## src/rtl/core/alft_pkg.sv

```systemverilog
package alft_pkg;

  localparam logic [7:0] FLAG_BYTE = 8'h7E;
  localparam logic [7:0] ESC_BYTE  = 8'h9D;
  localparam logic [7:0] HDR_MARK  = 8'h80;
  localparam logic [7:0] CTL_BOT   = 8'o50;
  localparam logic [7:0] CTL_BOTM  = 8'o51;
  localparam logic [7:0] CTL_BOTS  = 8'o52;
  localparam logic [15:0] CRC_POLY_RESET = 16'hA001;

  // op queue between front and back
  localparam int OPQ_AW = 2;
  localparam int OPQ_DEPTH = 1 << OPQ_AW;

  typedef struct packed {
    logic        command;
    logic [15:0] channel;
    logic [7:0]  payload_byte;
    logic [7:0]  control_byte;
  } in_word_t;

  typedef struct packed {
    logic [7:0] line_byte;
    logic       frame_end;
    logic       last_of_run;
  } out_word_t;

  // one classified item: what the back end has to carry out
  typedef struct packed {
    logic        chg;         // channel changed, close an open frame first
    logic [15:0] channel;
    logic [1:0]  nbytes;      // bytes to put: 0, 1 or 2
    logic [7:0]  b0;
    logic [7:0]  b1;
    logic        post_close;  // close after the last byte
  } op_t;

  function automatic logic [15:0] crc_entry(input logic [15:0] poly, input logic [7:0] idx);
    logic [15:0] r;
    r = {8'h00, idx};
    for (int k = 0; k < 8; k++) begin
      r = r[0] ? ((r >> 1) ^ poly) : (r >> 1);
    end
    return r;
  endfunction

  function automatic logic [15:0] crc_update(input logic [15:0] poly, input logic [15:0] crc,
                                             input logic [7:0] b);
    return crc_entry(poly, crc[7:0] ^ b) ^ {8'h00, crc[15:8]};
  endfunction

endpackage

```

## src/rtl/core/alft_front.sv

```systemverilog
module alft_front import alft_pkg::*; (
  input  logic     clk,
  input  logic     rst,
  input  logic     push,
  input  in_word_t item,
  output logic     full,
  input  logic     q_full,
  output logic     q_push,
  output op_t      q_op
);

  logic [15:0] cur_ch;
  logic        ch_valid;
  logic        accept;
  logic        drop;

  assign full   = q_full;
  assign accept = push && !q_full;

  always_comb begin
    q_op = '0;
    q_op.chg = !ch_valid || (item.channel != cur_ch);
    q_op.channel = item.channel;
    if (!item.command) begin
      q_op.b0 = item.payload_byte;
      q_op.nbytes = (item.payload_byte == ESC_BYTE) ? 2'd2 : 2'd1;
    end else if (item.control_byte != 8'h00) begin
      q_op.b0 = ESC_BYTE;
      q_op.b1 = item.control_byte;
      q_op.nbytes = 2'd2;
      q_op.post_close = !(item.control_byte inside {CTL_BOT, CTL_BOTM, CTL_BOTS});
    end
    // an empty end of message on the same channel has no effect at all
    drop = (q_op.nbytes == 2'd0) && !q_op.chg;
    q_push = accept && !drop;
  end

  always_ff @(posedge clk) begin
    if (rst) begin
      cur_ch   <= '0;
      ch_valid <= 1'b0;
    end else if (accept) begin
      cur_ch   <= item.channel;
      ch_valid <= 1'b1;
    end
  end

endmodule

```

## src/rtl/core/alft_opq.sv

```systemverilog
module alft_opq import alft_pkg::*; (
  input  logic clk,
  input  logic rst,
  input  logic wr,
  input  op_t  wr_op,
  output logic q_full,
  input  logic rd,
  output op_t  rd_op,
  output logic rd_valid
);

  op_t               mem [OPQ_DEPTH];
  logic [OPQ_AW-1:0] wr_ptr;
  logic [OPQ_AW-1:0] rd_ptr;
  logic [OPQ_AW:0]   count;

  assign q_full   = (count == (OPQ_AW+1)'(OPQ_DEPTH));
  assign rd_valid = (count != '0);
  assign rd_op    = mem[rd_ptr];

  always_ff @(posedge clk) begin
    if (wr) begin
      mem[wr_ptr] <= wr_op;
    end
  end

  always_ff @(posedge clk) begin
    if (rst) begin
      wr_ptr <= '0;
      rd_ptr <= '0;
      count  <= '0;
    end else begin
      if (wr) begin
        wr_ptr <= wr_ptr + 1'b1;
      end
      if (rd) begin
        rd_ptr <= rd_ptr + 1'b1;
      end
      if (wr && !rd) begin
        count <= count + 1'b1;
      end else if (rd && !wr) begin
        count <= count - 1'b1;
      end
    end
  end

endmodule

```

## src/rtl/core/alft_back.sv

```systemverilog
module alft_back import alft_pkg::*; #(
  parameter int MAX_FRAME = 256
) (
  input  logic        clk,
  input  logic        rst,
  input  logic        cfg_write,
  input  logic [15:0] cfg_data,
  input  op_t         op,
  input  logic        op_valid,
  output logic        op_pop,
  output out_word_t   result,
  output logic        empty,
  input  logic        pop
);

  localparam int CW = $clog2(MAX_FRAME);
  localparam logic [CW-1:0] LIMIT = CW'(MAX_FRAME - 4);

  localparam logic [3:0] S_IDLE  = 4'd0;
  localparam logic [3:0] S_H1    = 4'd1;
  localparam logic [3:0] S_H2    = 4'd2;
  localparam logic [3:0] S_BYTE  = 4'd3;
  localparam logic [3:0] S_STUFF = 4'd4;
  localparam logic [3:0] S_CLO   = 4'd5;
  localparam logic [3:0] S_CLO_S = 4'd6;
  localparam logic [3:0] S_CHI   = 4'd7;
  localparam logic [3:0] S_CHI_S = 4'd8;
  localparam logic [3:0] S_F1    = 4'd9;
  localparam logic [3:0] S_F2    = 4'd10;

  logic [3:0]    state, state_next;
  logic [CW-1:0] count, count_next, count_plus;
  logic [1:0]    pos, pos_next, pos_plus;
  logic [15:0]   crc, crc_next;
  logic [15:0]   crc_poly;
  logic [15:0]   seed;
  op_t           cur;
  logic          out_valid;
  logic          out_free, adv, emit, fend;
  logic [7:0]    cur_byte, hdr1, hdr2, byte_out;
  logic [3:0]    put_start;

  function automatic logic [3:0] after_put(input logic [CW-1:0] cnt, input logic [1:0] p,
                                           input op_t o);
    if (cnt == LIMIT) begin
      return S_CLO;
    end else if (p < o.nbytes) begin
      return S_BYTE;
    end else if (o.post_close) begin
      return S_CLO;
    end
    return S_IDLE;
  endfunction

  assign empty = !out_valid;

  always_comb begin
    out_free   = !out_valid || pop;
    adv        = (state == S_IDLE) || out_free;
    emit       = (state != S_IDLE) && out_free;
    cur_byte   = pos[0] ? cur.b1 : cur.b0;
    hdr1       = HDR_MARK | {1'b0, cur.channel[11:6], 1'b0};
    hdr2       = HDR_MARK | {1'b0, cur.channel[5:0], 1'b0};
    put_start  = (count == '0) ? S_H1 : S_BYTE;
    count_plus = count + 1'b1;
    pos_plus   = pos + 1'b1;

    state_next = state;
    count_next = count;
    pos_next   = pos;
    crc_next   = crc;
    byte_out   = 8'h00;
    fend       = 1'b0;
    op_pop     = 1'b0;

    case (state)
      S_IDLE: begin
        if (op_valid) begin
          op_pop   = 1'b1;
          pos_next = 2'd0;
          if (op.chg && (count != '0)) begin
            state_next = S_CLO;
          end else if (op.nbytes != 2'd0) begin
            state_next = put_start;
          end
        end
      end
      S_H1: begin
        byte_out   = hdr1;
        crc_next   = crc_update(crc_poly, seed, hdr1);
        state_next = S_H2;
      end
      S_H2: begin
        byte_out   = hdr2;
        crc_next   = crc_update(crc_poly, crc, hdr2);
        state_next = S_BYTE;
      end
      S_BYTE: begin
        byte_out   = cur_byte;
        crc_next   = crc_update(crc_poly, crc, cur_byte);
        count_next = count_plus;
        pos_next   = pos_plus;
        state_next = (cur_byte == FLAG_BYTE) ? S_STUFF : after_put(count_plus, pos_plus, cur);
      end
      S_STUFF: begin
        state_next = after_put(count, pos, cur);
      end
      S_CLO: begin
        byte_out   = crc[7:0];
        state_next = (crc[7:0] == FLAG_BYTE) ? S_CLO_S : S_CHI;
      end
      S_CLO_S: begin
        state_next = S_CHI;
      end
      S_CHI: begin
        byte_out   = crc[15:8];
        state_next = (crc[15:8] == FLAG_BYTE) ? S_CHI_S : S_F1;
      end
      S_CHI_S: begin
        state_next = S_F1;
      end
      S_F1: begin
        byte_out   = FLAG_BYTE;
        state_next = S_F2;
      end
      S_F2: begin
        byte_out   = FLAG_BYTE;
        fend       = 1'b1;
        count_next = '0;
        state_next = (pos < cur.nbytes) ? S_H1 : S_IDLE;
      end
      default: begin
        state_next = S_IDLE;
      end
    endcase
  end

  always_ff @(posedge clk) begin
    seed <= crc_entry(crc_poly, 8'hFF);
    if (op_pop) begin
      cur <= op;
    end
    if (emit) begin
      result.line_byte   <= byte_out;
      result.frame_end   <= fend;
      result.last_of_run <= (state_next == S_IDLE);
    end
  end

  always_ff @(posedge clk) begin
    if (rst) begin
      state     <= S_IDLE;
      count     <= '0;
      pos       <= '0;
      crc       <= '0;
      crc_poly  <= CRC_POLY_RESET;
      out_valid <= 1'b0;
    end else begin
      if (cfg_write) begin
        crc_poly <= cfg_data;
      end
      if (adv) begin
        state <= state_next;
        count <= count_next;
        pos   <= pos_next;
        crc   <= crc_next;
      end
      if (emit) begin
        out_valid <= 1'b1;
      end else if (pop) begin
        out_valid <= 1'b0;
      end
    end
  end

endmodule

```

## src/rtl/core/async_link_frame_transmitter_top.sv

```systemverilog
// Framed serial-line transmitter.
// Input channel: push/full queue of message words (payload byte or end of
//   message with control byte, plus channel number). A word is taken when
//   push is high and full is low.
// Output channel: empty/pop queue of line bytes; the head word sits on
//   result while empty is low and leaves when pop is high.
// cfg_write/cfg_data load the reflected CRC-16 polynomial (reset 0xA001);
//   write it only while the block is idle.
// When the back end is idle, a taken word passes the op queue, the dispatch
//   state and the byte register before its first byte is on result.
// Throughput: the back end sends one line byte per cycle while pop keeps up,
//   and returns to its dispatch state between words; headers, escapes,
//   stuffing and frame closes each add an extra line byte.
// The front end keeps taking words into a 4-entry op queue while the back
//   end works or the receiver stalls; full rises only when that queue fills.
// Stalls on pop hold the byte sequencer in place; nothing is dropped.
// Reset (synchronous, rst high) empties both queues, closes no frame,
//   forgets the channel and restores the polynomial.
module async_link_frame_transmitter_top import alft_pkg::*; #(
  parameter int MAX_FRAME = 256
) (
  input  logic        clk,
  input  logic        rst,
  input  logic        push,
  input  in_word_t    item,
  output logic        full,
  output logic        empty,
  input  logic        pop,
  output out_word_t   result,
  input  logic        cfg_write,
  input  logic [15:0] cfg_data
);

  logic q_full;
  logic q_push;
  op_t  q_op;
  logic q_pop;
  op_t  head_op;
  logic head_valid;

  // classify words, track the channel
  alft_front u_front (
    .clk    (clk),
    .rst    (rst),
    .push   (push),
    .item   (item),
    .full   (full),
    .q_full (q_full),
    .q_push (q_push),
    .q_op   (q_op)
  );

  // decouples word intake from byte output
  alft_opq u_opq (
    .clk      (clk),
    .rst      (rst),
    .wr       (q_push),
    .wr_op    (q_op),
    .q_full   (q_full),
    .rd       (q_pop),
    .rd_op    (head_op),
    .rd_valid (head_valid)
  );

  // byte sequencer, CRC and output register
  alft_back #(
    .MAX_FRAME (MAX_FRAME)
  ) u_back (
    .clk       (clk),
    .rst       (rst),
    .cfg_write (cfg_write),
    .cfg_data  (cfg_data),
    .op        (head_op),
    .op_valid  (head_valid),
    .op_pop    (q_pop),
    .result    (result),
    .empty     (empty),
    .pop       (pop)
  );

`ifndef SYNTHESIS
  // closing flag word always carries the flag value
  a_fend_flag: assert property (@(posedge clk) disable iff (rst)
    (!empty && result.frame_end) |-> (result.line_byte == FLAG_BYTE))
    else $error("frame_end on a non-flag byte");

  // an op with nothing to put only exists to close on a channel change
  a_op_useful: assert property (@(posedge clk) disable iff (rst)
    (q_pop && (head_op.nbytes == 2'd0)) |-> head_op.chg)
    else $error("useless op reached the back end");

  // the back end never pops an empty queue
  a_pop_valid: assert property (@(posedge clk) disable iff (rst)
    q_pop |-> head_valid)
    else $error("op queue underflow");

  a_reset_empty: assert property (@(posedge clk)
    rst |=> (empty && !full))
    else $error("queues not empty after reset");
`endif

endmodule

```

## config.mk

```make
export PLATFORM = sky130hd
export DESIGN_NAME = async_link_frame_transmitter_top
export DESIGN_NICKNAME = d
export VERILOG_FILES = /design/src/rtl/core/alft_pkg.sv /design/src/rtl/core/alft_front.sv /design/src/rtl/core/alft_opq.sv /design/src/rtl/core/alft_back.sv /design/src/rtl/core/async_link_frame_transmitter_top.sv
export SDC_FILE = /design/constraint.sdc
export NUM_CORES = 1
export LEC_CHECK = 0
export BUFFER_PORTS_ARGS = -buffer_cell sky130_fd_sc_hd__buf_2
export CAP_MARGIN = 20
export CORE_AREA = 3 3 222 224
export CTS_CLUSTER_DIAMETER = 100
export CTS_CLUSTER_SIZE = 30
export DETAILED_ROUTE_END_ITERATION = 12
export DIE_AREA = 0 0 225 227
export SLEW_MARGIN = 20
export SYNTH_ARGS = -nofsm -noshare
export SYNTH_HDL_FRONTEND = slang
export SYNTH_SLANG_ARGS = --single-unit
```

## constraint.sdc

```tcl
create_clock -name clk -period 6.2 [get_ports clk]
set_clock_uncertainty 0.2 [all_clocks]
set_input_delay 1.24 -clock clk [delete_from_list [all_inputs] [get_ports clk]]
set_output_delay 1.24 -clock clk [all_outputs]
set_load 0.1 [all_outputs]
```

==> metrics.md, run 1 <==
| Metric | Value |
|---|---|
| Synth top area cells | edfxtp_1, xnor2_1, dfxtp_1, nand2_1, mux4_2 |
| Worst-path clk slew | 120 ps |
| Synth top area share | 0.2677 |
| CP Cell Sequence | mux2i_4 > nor3b_1 > o311ai_2 > o221ai_4 > xnor2_2 > buf_4 > o21ai_0 > o21ai_1 > o21bai_1 > nand2_1 > xor2_2 > nand2_1 > xnor2_1 > xnor2_1 > a221oi_2 > a211oi_1 |
| Hold Vio Cnt, Final | 0 |
| GRT Total Usage | 0.2290 |
| CTS Buf Count | 15 |
| Max Fclk | around 0.18 GHz |
| CTS Sinks | 258 |
| Io pins | 66 |
| Layout area overhead | 8.099% |
| WP data arrival | roughly 5700 ps |
| Worst hold path class | reg2reg |
| Wirelength, routed | 59640 microns |
| Slew Viols, Final | 0 |
| Avg Synthesized Cell Area | between 8 and 9 sq um |
| Slowest CP cell | xnor2_2 |
| Final period util | 0.8958 |
| Number of global-route vias before repair | 14700 |
| Post-synth EDFFs | 169 |
| H-tree depth | 1 |
| Final non-filler cell total | 2742 |
| I/O Buffers | 65 |
| Initial Utilization | 0.3987 |
| Max incr delay on CP | a little under 700 ps |
| Vias | between 15000 and 20000 |
| Die Y | around 230 microns |
| Row Count | 80 |
| RD Place Congestion | approximately 0.95 |
| Crit path max fanout | 16 |
| CTS Buffer Depth | 3 |
| Multi-input logic area | 0.01135 sq mm |
| Area of the core | 0.04755 sq mm |
| Chip width | 225 microns |
| Post-synthesis register bit count | 258 |
| Top FF cell, synth | edfxtp_1 |
| # setup viols final | 0 |
| CP startpoint kind | flop |
| Ratio of cells with drive above 1 in the final layout | 0.1175 |
| Number of gates resized after CTS | 0 |
| Die area | 0.05108 sq mm |
| Cells after DPL | 2717 |
| Crit path kind | reg2reg |
| Rel. slew slack | 0.2733 |
| Initial antenna violation count | 0 |
| Sequential area share after synthesis | 0.3617 |
| Antenna diodes | 0 |
| Ys Warns | 0 |
| Fin crit period | 5554 ps |
| Area leader, netlist | edfxtp_1 |
| Final HPWL DP | 41900 microns |
| Hold_buf cts | 0 |
| DRT antenna net count | 0 |
| Layout net count | 2183 |
| Post-CTS Setup Inserts | 0 |
| Global-route wire length before repair | 90750 microns |
| Syn Nets | 2199 |
| Status | completed |
| Worst EP required | around 6400 ps |
| Number of vias per cell | approximately 5.8 |
| Pre-Repair DR Iteration Count | 8 |
| Synth cell types | 93 |
| Root buffer cell | clkbuf_16 |
| Register area | 0.006864 sq mm |
| Synth async-reset ratio | 0 |
| Post-Route Setup TNS | 0 ps |
| Pin slew with the least headroom to its limit | 1082 ps |
| CTS tree | done |
| Mapped Cells | 2135 |
| Fill count | 4579 |
| Max_cap viols | 0 |
| RSZ-0062 raised after global routing | false |
| Avg WL per Cell | 21.75 microns |
| Mapped cell area | ~0.019 sq mm |
| DR DRC count | 0 |
| Starting DRT DRC Count | 1697 |
| Total gr overflow | 0 |
| Crit path capture type | flop |
| Worst-Skew Late Latency | 530 ps |
| Pin count of the biggest net entering global routing | 58 |
-- synth_stat cells (24+ instances only) --
master / number
edfxtp_1: 169
xnor2_1: 347
mux2i_1: 35
dfxtp_1: 89
buf_1: 27
o21ai_0: 82
clkbuf_1: 127
nor3_1: 24
xor2_1: 56
mux4_2: 32
nor2_1: 150
nand3_1: 50
a21oi_1: 69
nand2_1: 455
-- metrics by stage --
stage	util	setup slack, ps	hold WS (ps)	area [sq um]
after floorplan	-	1682	239.9	18960
after global placement	0.4198	874.5	249.8	19960
after detailed placement	0.4198	783.8	259.2	19960
after CTS	0.4308	743.6	274.3	20480
after global routing	0.4310	284.0	292.3	20490
final	0.4310	646.0	271.9	20490
-- final timing paths --
path	start	to	slack, ps	depth (start not counted)
hold / removal	u_front.cur_ch[14]$_SDFFE_PP0P_	u_front.cur_ch[14]$_SDFFE_PP0P_	270	2
setup reg to reg	u_back.pos[0]$_SDFFE_PP0P_	u_back.crc[11]$_SDFFE_PP0P_	650	16
setup / recovery	u_back.pos[0]$_SDFFE_PP0P_	u_back.crc[11]$_SDFFE_PP0P_	650	16
hold reg to reg	u_front.cur_ch[14]$_SDFFE_PP0P_	u_front.cur_ch[14]$_SDFFE_PP0P_	270	2
-- flip-flops by register name, summed over array words and instances, names as in the netlist, named ones only --
register,count
u_back.cur,31
u_opq.rd_ptr,2
u_back.result,10
u_back.state,4
u_back.seed,16
u_back.crc,16
u_front.cur_ch,16
u_opq.count,3
u_back.pos,2
u_front.ch_valid,1
u_back.out_valid,1
u_opq.mem,128
u_back.count,8
u_opq.wr_ptr,2
u_back.crc_poly,16
-- cell families (layout without fill, tap and decap cells) --
kind of cell | after synthesis | count (layout) | share of synthesized area
buffers and inverters | 199 | 191 | 0.04224
and+or+nand+nor | 820 | 820 | 0.1904
AOI/OAI and AO/OA | 353 | 353 | 0.1310
xor gates and xnor gates | 421 | 421 | 0.2057
adders and majority gates | 10 | 10 | 0.006996
muxes | 74 | 74 | 0.06198
DFF | 258 | 258 | 0.3617
-- metal layers --
layer | track usage | up-vias | routed length [microns]
met4 | 0.09863 | 0 | 2863
li1 | - | 7362 | -
met3 | 0.02811 | 133 | 4757
met1 | 0.3184 | 7614 | 25260
met5 | 0 | - | 0
met2 | 0.3628 | 725 | 26760
-- layout make-up --
type / instances / area share
Multi-Input combinational cell: 1678 / 0.5538
Tap cell: 615 / 0.03755
Timing Repair Buffer: 141 / 0.04372
Clock buffer: 20 / 0.01923
Inverter: 25 / 0.004579
Clock inverter: 5 / 0.006167
Sequential cell: 258 / 0.3350
-- critical path, delay by kind of cell (launching register included) --
family / cells / cell delay (ps)
AOI/OAI and AO/OA: 7 / 1800
xor gates and xnor gates: 4 / 1430
DFF: 1 / 590
muxes: 1 / 540
and+or+nand+nor: 3 / 470
buffers and inverters: 1 / 340
-- cells in the final DEF, fill, tap and decap left out, types with 16 or more instances in the layout --
master	count
nor3_1	23
nand3_1	50
nor2_1	150
a32oi_1	20
nand2_1	455
nand4_1	16
and2_1	18
dfxtp_1	83
buf_2	65
xnor2_1	343
inv_1	19
xor2_1	56
nand2b_1	16
a31oi_1	16
mux4_2	32
buf_4	76
edfxtp_1	169
a211oi_1	19
a21oi_1	69
mux2i_1	35
nor2b_1	19
o21ai_0	82
Power of run 1 is left out: the tool's default activity adds up to more than one toggle a clock period on the data nets, which glitch-free logic cannot reach.
==> inputs of run 2 (changes only) <==
--- a/config.mk
+++ b/config.mk
@@ -7,12 +7,13 @@
 export LEC_CHECK = 0
 export BUFFER_PORTS_ARGS = -buffer_cell sky130_fd_sc_hd__buf_2
 export CAP_MARGIN = 20
-export CORE_AREA = 3 3 222 224
+export CORE_AREA = 2 2 221 223
 export CTS_CLUSTER_DIAMETER = 100
 export CTS_CLUSTER_SIZE = 30
 export DETAILED_ROUTE_END_ITERATION = 12
-export DIE_AREA = 0 0 225 227
-export SLEW_MARGIN = 20
+export DIE_AREA = 0 0 223 225
+export PLACE_DENSITY_LB_ADDON = 0.15
+export SLEW_MARGIN = 5
 export SYNTH_ARGS = -nofsm -noshare
 export SYNTH_HDL_FRONTEND = slang
 export SYNTH_SLANG_ARGS = --single-unit
==> metrics.md, run 2 (synthesis gave the netlist of run 1 again) <==
| Metric | Value |
|---|---|
| Number of gates resized after CTS | 0 |
| I/O Buffers | 65 |
| Post-CTS Setup Inserts | 0 |
| H-tree depth | 1 |
| Crit path kind | reg2reg |
| Initial Utilization | 0.3987 |
| Global-route wire length before repair | 91180 microns |
| Max_cap viols | 0 |
| Commonest non-fill, non-tap cell in the layout | nand2_1 |
| Area of the core | 0.04755 sq mm |
| Pre-Repair DR Iteration Count | 5 |
| Worst EP required | 6430 ps |
| Antenna diodes | 0 |
| RSZ-0062 raised after global routing | false |
| Worst r2r src | u_back.pos[0]$_SDFFE_PP0P_ |
| Number of global-route vias before repair | 14460 |
| Register bank with the most flops | u_opq.mem |
| Initial antenna violation count | 0 |
| Worst Setup SP | u_back.pos[0]$_SDFFE_PP0P_ |
| Die Y | between 200 and 250 microns |
| Io pins | 66 |
| Top flop regs | u_opq.mem (128), u_back.cur (31) |
| GRT Total Usage | 0.2354 |
| Crit path max fanout | 11 |
| Worst hold path class | reg2reg |
| Post-Route Setup TNS | 0 ps |
| Layout area overhead | 8.237% |
| CTS Buffer Depth | 3 |
| Largest register FFs | ~130 |
| Chip width | 223 microns |
| Leading cell types in the layout, fill and taps excluded | nand2_1, xnor2_1, edfxtp_1 |
| Hold Vio Cnt, Final | 0 |
| Root buffer cell | clkbuf_16 |
| Starting DRT DRC Count | 1421 |
| # setup viols final | 0 |
| CTS Sinks | 258 |
| Layout net count | 2189 |
| RD Place Congestion | around 0.9 |
| Wirelength, routed | 59650 microns |
| Crit path capture type | flop |
| Row Count | 80 |
| Slew Viols, Final | 0 |
| Pin count of the biggest net entering global routing | 44 |
| Fin crit period | 5617 ps |
| DR DRC count | 0 |
| CTS tree | done |
| Pin slew with the least headroom to its limit | 1056 ps |
| Worst-path clk slew | 110 ps |
| Rel. slew slack | 0.2907 |
| Avg WL per Cell | about 22 microns |
| Die area | 0.05018 sq mm |
| Worst-Skew Late Latency | about 550 ps |
| Startpoint of the worst hold path | u_front.cur_ch[14]$_SDFFE_PP0P_ |
| Hold_buf cts | 0 |
| CTS Buf Count | 16 |
| WP data arrival | 5850 ps |
| Vias | 15540 |
| Ratio of cells with drive above 1 in the final layout | 0.1204 |
| CP startpoint kind | flop |
| Final period util | 0.9059 |
| DRT antenna net count | 0 |
| Total gr overflow | 0 |
| Max Fclk | around 0.18 GHz |
| Number of vias per cell | 5.650 |
| Final HPWL DP | 41780 microns |
| Status | completed |
## run 2: through the flow
step | worst slack [ps] | cells | area [sq um] | utilization | hold WS, ps
2_1_floorplan | 1682 | 2135 | 18960 | - | 239.9
6_report | 583.4 | 2750 | 20520 | 0.4316 | 272.9
4_1_cts | 634.8 | 2749 | 20510 | 0.4314 | 275.6
3_3_place_gp | 703.4 | 2720 | 19990 | 0.4203 | 250.0
5_1_grt | 258.1 | 2750 | 20520 | 0.4316 | 286.8
3_5_place_dp | 724.3 | 2721 | 19990 | 0.4205 | 259.4
## run 2: layout make-up
type,count,area [sq um]
clock buffer,22,444.2
sequential,258,6865
clock inverter,6,73.82
multi-input combinational,1678,11340
inverter,25,93.84
timing repair buffer,146,933.4
tap,615,769.5
fill,4650,27030
## run 2: worst paths after layout
kind                            slack [ps]  cells past startpoint                         endpoint
worst max-delay path                   580                     16       u_back.crc[9]$_SDFFE_PP0P_
worst min-delay path                   270                      2  u_front.cur_ch[14]$_SDFFE_PP0P_
worst max register to register         580                     16       u_back.crc[9]$_SDFFE_PP0P_
worst min register to register         270                      2  u_front.cur_ch[14]$_SDFFE_PP0P_
## run 2: metal layers
layer / track usage / wire length, microns
met5: 0 / 0
met4: 0.07383 / 1962
met3: 0.02555 / 3373
met2: 0.3888 / 27770
met1: 0.3246 / 26540
## run 2: critical path, cell delays in order (launching register included)
cell and delay, ps:
dfxtp_1 670, mux2i_4 160, xnor2_1 640, buf_4 320, nand3_1 110, and4_1 260, or2_1 370, a311oi_2 390
nand3_2 190, a41o_1 300, a211oi_4 550, xor2_2 380, nand2_1 130, xnor2_1 180, xnor2_1 320, a221oi_2 100
a211oi_1 230
Power of run 2 is left out for the same reason.
